==> config.mk <==
export PLATFORM = sky130hd
export DESIGN_NAME = upmx_mac
export DESIGN_NICKNAME = d
export VERILOG_FILES = /design/src/sv/upmx_pkg.sv /design/src/sv/upmx_mac.sv
export SDC_FILE = /design/constraint.sdc
export NUM_CORES = 2
export LEC_CHECK = 0
export BUFFER_PORTS_ARGS = -buffer_cell sky130_fd_sc_hd__buf_4
export CORE_MARGIN = 10
export CORE_UTILIZATION = 55
export DETAILED_ROUTE_END_ITERATION = 8
export GPL_TIMING_DRIVEN = 0
export HOLD_SLACK_MARGIN = 0.03
export PLACE_DENSITY = 0.72
export SYNTH_ARGS = -nofsm -noshare
export SYNTH_HDL_FRONTEND = slang
export SYNTH_SLANG_ARGS = --single-unit
==> constraint.sdc <==
create_clock -name clk -period 3.75 [get_ports clk]
set_clock_uncertainty 0.05 [all_clocks]
set_input_delay 1.125 -clock clk [delete_from_list [all_inputs] [get_ports clk]]
set_output_delay 1.125 -clock clk [all_outputs]
set_load 0.02 [all_outputs]
==> src/sv/upmx_pkg.sv <==
// Shared types, constants and the coefficient ROM of the stereo upmix FIR block.
`default_nettype none

package upmx_pkg;

    localparam int COEF_W     = 24;
    localparam int GAIN_W     = 16;
    localparam int GAIN_SHIFT = 13;
    localparam int COEF_SHIFT = 23;

    localparam int CFG_IDX_W  = 2;
    localparam int CFG_DATA_W = GAIN_W;

    localparam logic [CFG_IDX_W-1:0] CFG_FILTER_ENABLE = 2'd0;
    localparam logic [CFG_IDX_W-1:0] CFG_OUTPUT_MODE   = 2'd1;
    localparam logic [CFG_IDX_W-1:0] CFG_INPUT_GAIN    = 2'd2;

    localparam logic [1:0] MODE_STEREO = 2'd0;
    localparam logic [1:0] MODE_QUAD   = 2'd1;
    localparam logic [1:0] MODE_SIX    = 2'd2;

    localparam logic [2:0] COUNT_STEREO = 3'd2;
    localparam logic [2:0] COUNT_QUAD   = 3'd4;
    localparam logic [2:0] COUNT_SIX    = 3'd6;

    localparam logic [GAIN_W-1:0] GAIN_UNITY = 16'd8192;

    // outer coefficient magnitudes, all applied negative, Q0.23
    localparam int SIDE_LEN = 63;
    localparam int SIDE_ROM [0:SIDE_LEN-1] = '{
        17408, 18257, 19133, 20035, 20964, 21920, 22903, 23913,
        24949, 26012, 27102, 28217, 29358, 30525, 31716, 32933,
        34173, 35436, 36722, 38030, 39359, 40708, 42076, 43463,
        44865, 46284, 47716, 49161, 50618, 52083, 53557, 55036,
        56519, 58005, 59490, 60972, 62449, 63919, 65379, 66826,
        68258, 69672, 71063, 72431, 73770, 75078, 76351, 77586,
        78779, 79926, 81024, 82067, 83053, 83977, 84834, 85621,
        86333, 86965, 87512, 87971, 88336, 88602, 88765
    };
    localparam int CENTER_COEF = 8299384;
    localparam int LAST_COEF   = -16585;

    typedef enum logic [3:0] {
        ST_IDLE,
        ST_GAIN_L,
        ST_GAIN_R,
        ST_GAIN_END,
        ST_WRITE,
        ST_MAC,
        ST_DRAIN,
        ST_FIR,
        ST_DONE
    } upmx_state_t;

    // what the product register holds, so the MAC knows where it goes
    typedef enum logic [2:0] {
        TAG_NONE,
        TAG_GAIN_L,
        TAG_GAIN_R,
        TAG_TAP_L,
        TAG_TAP_R
    } prod_tag_t;

    typedef struct packed {
        prod_tag_t tag;
        logic      clear;
    } mac_ctrl_t;

    // 128-entry ROM, symmetric about the center tap but for the last entry; zero beyond it
    function automatic logic signed [COEF_W-1:0] coef_at(input int unsigned k);
        logic signed [COEF_W-1:0] c;
        c = '0;
        if (k < SIDE_LEN)
            c = COEF_W'(-SIDE_ROM[k]);
        else if (k == SIDE_LEN)
            c = COEF_W'(CENTER_COEF);
        else if (k <= 2 * SIDE_LEN)
            c = COEF_W'(-SIDE_ROM[2 * SIDE_LEN - k]);
        else if (k == 2 * SIDE_LEN + 1)
            c = COEF_W'(LAST_COEF);
        return c;
    endfunction

endpackage

`default_nettype wire

==> src/sv/upmx_mac.sv <==
// Shared multiplier with product register, gain saturation and the two FIR accumulators.
`default_nettype none

module upmx_mac #(
    parameter int SAMPLE_BITS = 24,
    parameter int TAPS        = 128
) (
    input  wire logic                                   clk,
    input  wire logic                                   rst_n,
    input  wire upmx_pkg::mac_ctrl_t                    ctrl,
    input  wire logic signed [SAMPLE_BITS-1:0]          op_a,
    input  wire logic signed [upmx_pkg::COEF_W-1:0]     op_b,
    output logic signed [SAMPLE_BITS-1:0]               gain_l,
    output logic signed [SAMPLE_BITS-1:0]               gain_r,
    output logic signed [SAMPLE_BITS-1:0]               fir_l,
    output logic signed [SAMPLE_BITS-1:0]               fir_r
);

    localparam int SB    = SAMPLE_BITS;
    localparam int PW    = SB + upmx_pkg::COEF_W;
    localparam int ACC_W = PW + $clog2(TAPS) + 1;

    localparam logic signed [PW-1:0] P_MAX = {{(PW-SB+1){1'b0}}, {(SB-1){1'b1}}};
    localparam logic signed [PW-1:0] P_MIN = ~P_MAX;
    localparam logic signed [ACC_W-1:0] A_MAX = {{(ACC_W-SB+1){1'b0}}, {(SB-1){1'b1}}};
    localparam logic signed [ACC_W-1:0] A_MIN = -A_MAX;

    logic signed [PW-1:0]    prod_reg;
    upmx_pkg::prod_tag_t     tag_reg;
    logic signed [ACC_W-1:0] acc_l_reg;
    logic signed [ACC_W-1:0] acc_r_reg;
    logic signed [SB-1:0]    gain_l_reg;
    logic signed [SB-1:0]    gain_r_reg;

    logic signed [PW-1:0]    gain_wide;
    logic signed [SB-1:0]    gain_sat;
    logic signed [ACC_W-1:0] prod_ext;
    logic signed [ACC_W-1:0] acc_l_shift;
    logic signed [ACC_W-1:0] acc_r_shift;

    // floor of product / 2^13, clamped to the full two's-complement range
    always_comb
    begin
        gain_wide = prod_reg >>> upmx_pkg::GAIN_SHIFT;
        if (gain_wide > P_MAX)
            gain_sat = P_MAX[SB-1:0];
        else if (gain_wide < P_MIN)
            gain_sat = P_MIN[SB-1:0];
        else
            gain_sat = gain_wide[SB-1:0];
    end

    assign prod_ext = {{(ACC_W-PW){prod_reg[PW-1]}}, prod_reg};

    always_ff @(posedge clk)
    begin
        prod_reg <= op_a * op_b;
    end

    always_ff @(posedge clk or negedge rst_n)
    begin
        if (!rst_n)
        begin
            tag_reg   <= upmx_pkg::TAG_NONE;
            acc_l_reg <= '0;
            acc_r_reg <= '0;
        end
        else
        begin
            tag_reg <= ctrl.tag;
            if (ctrl.clear)
            begin
                acc_l_reg <= '0;
                acc_r_reg <= '0;
            end
            else if (tag_reg == upmx_pkg::TAG_TAP_L)
            begin
                acc_l_reg <= acc_l_reg + prod_ext;
            end
            else if (tag_reg == upmx_pkg::TAG_TAP_R)
            begin
                acc_r_reg <= acc_r_reg + prod_ext;
            end
        end
    end

    always_ff @(posedge clk)
    begin
        if (tag_reg == upmx_pkg::TAG_GAIN_L)
        begin
            gain_l_reg <= gain_sat;
        end
        if (tag_reg == upmx_pkg::TAG_GAIN_R)
        begin
            gain_r_reg <= gain_sat;
        end
    end

    // FIR outputs: floor / 2^23, symmetric clamp
    always_comb
    begin
        acc_l_shift = acc_l_reg >>> upmx_pkg::COEF_SHIFT;
        acc_r_shift = acc_r_reg >>> upmx_pkg::COEF_SHIFT;
        if (acc_l_shift > A_MAX)
            fir_l = A_MAX[SB-1:0];
        else if (acc_l_shift < A_MIN)
            fir_l = A_MIN[SB-1:0];
        else
            fir_l = acc_l_shift[SB-1:0];
        if (acc_r_shift > A_MAX)
            fir_r = A_MAX[SB-1:0];
        else if (acc_r_shift < A_MIN)
            fir_r = A_MIN[SB-1:0];
        else
            fir_r = acc_r_shift[SB-1:0];
    end

    assign gain_l = gain_l_reg;
    assign gain_r = gain_r_reg;

endmodule

`default_nettype wire

==> impl_metrics.env <==
export IMPL_status="complete, but fails checks"
export IMPL_violations="negative setup slack"
export IMPL_routed_via_density=5.67
export IMPL_synth_edf_count=48
export IMPL_yosys_register_bits=211
export IMPL_synth_net_count=4696
export IMPL_reg2reg_path_depth=12
export IMPL_share_of_the_cycle_needed_by_the_critical_path_after_routing_pct=195
export IMPL_drv_slew=0
export IMPL_totalWireLength_mm=107
export IMPL_synth_cells=3789
export IMPL_final_hold_worst_slack_ns=0.451
export IMPL_netlist_top_cell_by_area="sky130_fd_sc_hd__fa_1"
export IMPL_die_y_um=271
export IMPL_critical_path_slowest_cell="sky130_fd_sc_hd__fa_2"
export IMPL_grt_pass1_wl_mm=166
export IMPL_fp_coreArea_um2=61900
export IMPL_fillers=4952
export IMPL_critical_path_reg2reg_endpoint="acc_r_reg[54]"
export IMPL_numPortBuffers=149
export IMPL_root_buffer="sky130_fd_sc_hd__clkbuf_16"
export IMPL_tritoncts_num_buffers=21
export IMPL_met1_wl_mm=43.3
export IMPL_ys_top_cells_by_count="sky130_fd_sc_hd__inv_1 (635), sky130_fd_sc_hd__fa_1 (609), sky130_fd_sc_hd__nand2_1 (521)"
export IMPL_pre_cts_slack_ns=-4.67
export IMPL_routed_wl_met2_mm=48.2
export IMPL_post_synthesis_cell_type_count=80
export IMPL_detailroute_wirelength_met3_mm=9.56
export IMPL_routed_via_count=27995
export IMPL_syn2layout_area_growth_pct=19.9
export IMPL_placement_cell_area_um2=37900
export IMPL_h_tree_depth=1
export IMPL_number_of_top_level_pins=150
export IMPL_fp_dieArea_um2=73200
export IMPL_finalWeightedCongestion=1.03
export IMPL_synth_top_cell_area_share_pct=35.3
export IMPL_unrepaired_setup_endpoints_after_global_routing="true"
export IMPL_hpwl_mm=85.7
export IMPL_clk_transition_reported_paths_ns=0.07
export IMPL_cp_arrival_ns=7.70
export IMPL_drt_pre_antenna_iters=6
export IMPL_timing_hold_violations_final=0
export IMPL_leading_cell_types_by_total_area_after_synthesis="sky130_fd_sc_hd__fa_1 (35%), sky130_fd_sc_hd__ha_1 (8.8%), sky130_fd_sc_hd__dfrtp_1 (8.3%)"
export IMPL_maxUsedRoutingLayer="met5"
export IMPL_cp_startpoint="op_a[9]"
export IMPL_r2r_slack_ns=0.15
export IMPL_post_synth_instance_area_um2=34500
export IMPL_fp_dieW_um=271
export IMPL_timing_worst_setup_path_type="in2reg"
export IMPL_drc=0
export IMPL_yosys_most_used_dff="sky130_fd_sc_hd__dfrtp_1"
export IMPL_synth_most_common_cell="sky130_fd_sc_hd__inv_1"
export IMPL_cts_tree="built"
export IMPL_multi_input_area_um2=27500
export IMPL_initial_cell_density_of_the_core_pct=55.8
export IMPL_mean_instance_size_in_the_synthesized_netlist_um2=9.12
export IMPL_drtAntennaViolNets=0
export IMPL_async_reset_ff_share_pct=54.5
export IMPL_worstReg2RegStart="prod_reg[0]"
export IMPL_cp_required_ns=4.16
export IMPL_drt_initial_drc_count=2282
export IMPL_timing_final_setup_violations=42
export IMPL_routedWlPerCell_um=21.7
export IMPL_startpoint_type="primary input"
export IMPL_max_cap_violations=0
export IMPL_cts_sinks=211
export IMPL_max_slew_margin_rel_pct=19.8
export IMPL_crit_fanout=8
export IMPL_critical_path_top_cell_by_count="sky130_fd_sc_hd__fa_1"
export IMPL_grt_antenna_before_repair=1
export IMPL_grt_max_degree=83
export IMPL_final_critical_path_required_period_ns=7.30
export IMPL_max_clock_path_buffers=3
export IMPL_final_cell_area_um2=41400
export IMPL_via_count_of_the_first_global_routing_pass=28898
export IMPL_seq_area_frac_synth_pct=15.3
export IMPL_post_layout_nonfiller_instances=4940
export IMPL_worst_slew_pin_slew_ns=1.19
export IMPL_synth_warnings=0
export IMPL_crit_path_max_incr_delay_ns=0.60
export IMPL_grt_ovfl_total=0
export IMPL_max_freq_ghz=0.137
export IMPL_num_rows=91
export IMPL_layout_area_seq_um2=5280
export IMPL_clkLatencyLatePin_ns=0.54
export IMPL_finalNetCount=4995
export IMPL_critPathCaptureType="register"
export IMPL_drive_above_1_share_pct=18.0
export IMPL_hold_path_class="in2async"
export IMPL_grt_use_total_pct=28.8
export IMPL_final_critical_path_setup_slack_ns=-3.55
export IMPL_placed_cells=4780
-- kinds of logic after synthesis --
family	share of synthesized area (%)
AO/OA/AOI/OAI	12.5
XOR/XNOR	3.83
adder cells (fa/ha/maj)	44.1
buffers and inverters	8.81
flip-flops	15.3
multiplexers	0.0616
AND/OR/NAND/NOR	15.4
-- metal layers --
metal	track usage [%]	vias up
met5	0	-
met2	46.3	1337
met1	37.3	13700
met4	13.5	2
met3	5.39	306
li1	-	12650
-- cells in the final DEF (no fill, tap or decap), types with 21 or more instances in the layout --
cell type                   count
sky130_fd_sc_hd__fa_1         563
sky130_fd_sc_hd__buf_8         24
sky130_fd_sc_hd__dfrtp_1      113
sky130_fd_sc_hd__nand4_1       41
sky130_fd_sc_hd__a211oi_1      21
sky130_fd_sc_hd__clkbuf_16     60
sky130_fd_sc_hd__nand2_1      505
sky130_fd_sc_hd__and2_4        49
sky130_fd_sc_hd__fa_2          46
sky130_fd_sc_hd__xor2_1        47
sky130_fd_sc_hd__o21bai_1      27
sky130_fd_sc_hd__o21ai_0       71
sky130_fd_sc_hd__ha_4          35
sky130_fd_sc_hd__nand3_1       25
sky130_fd_sc_hd__ha_1         202
sky130_fd_sc_hd__clkbuf_1      54
sky130_fd_sc_hd__xnor2_1       96
sky130_fd_sc_hd__nor2_1        97
sky130_fd_sc_hd__buf_6         57
sky130_fd_sc_hd__a21oi_2       23
sky130_fd_sc_hd__dfxtp_1       47
sky130_fd_sc_hd__a21o_1       144
sky130_fd_sc_hd__inv_1        588
sky130_fd_sc_hd__and2_1       221
sky130_fd_sc_hd__o21a_1        38
sky130_fd_sc_hd__a21oi_1      220
sky130_fd_sc_hd__buf_4        208
sky130_fd_sc_hd__clkbuf_8      21
sky130_fd_sc_hd__edfxtp_1      48
sky130_fd_sc_hd__inv_2         44
-- metrics by stage --
step | setup TNS (ns) | utilization, %
2_1_floorplan | -107.52 | -
3_3_place_gp | -142.15 | 61.1
3_5_place_dp | -143.84 | 61.2
4_1_cts | -109.26 | 65.4
5_1_grt | -119.35 | 66.9
6_report | -112.43 | 66.9
-- area by class of cell --
class	instances	area share, %
Clock inverter	13	0.260
Inverter	636	5.82
Sequential cell	211	12.8
Clock buffer	24	1.40
Tap cell	837	2.53
Antenna cell	1	0.00604
Timing Repair Buffer	280	6.26
Multi-Input combinational cell	2771	66.4
Buffer	167	4.55
-- repair_timing --
item,4_1_cts,5_1_grt
hold buffers,0,0
pin swaps,85,121
endpoints found under the setup margin,86,68
resized for setup,276,166
gates cloned,0,2
setup buffers,75,59
-- worst max-delay path: cells and delay by family --
family,cells,cell delay [ns]
adder cells (fa/ha/maj),8,3.84
AO/OA/AOI/OAI,8,1.42
buffers and inverters,8,0.75
AND/OR/NAND/NOR,3,0.39
XOR/XNOR,1,0.17
-- how the worst max path moves through the flow --
stage          cells after the start  slack, ns            to
2_1_floorplan                     28      -3.66  prod_reg[47]
3_3_place_gp                      25      -4.64  prod_reg[47]
3_5_place_dp                      23      -4.67  prod_reg[47]
4_1_cts                           27      -3.52  prod_reg[46]
5_1_grt                           29      -3.74  prod_reg[40]
6_report                          28      -3.55  prod_reg[44]
Power is not shown: default switching activity piles up to over one toggle a cycle in this logic, so the estimate is an artifact.
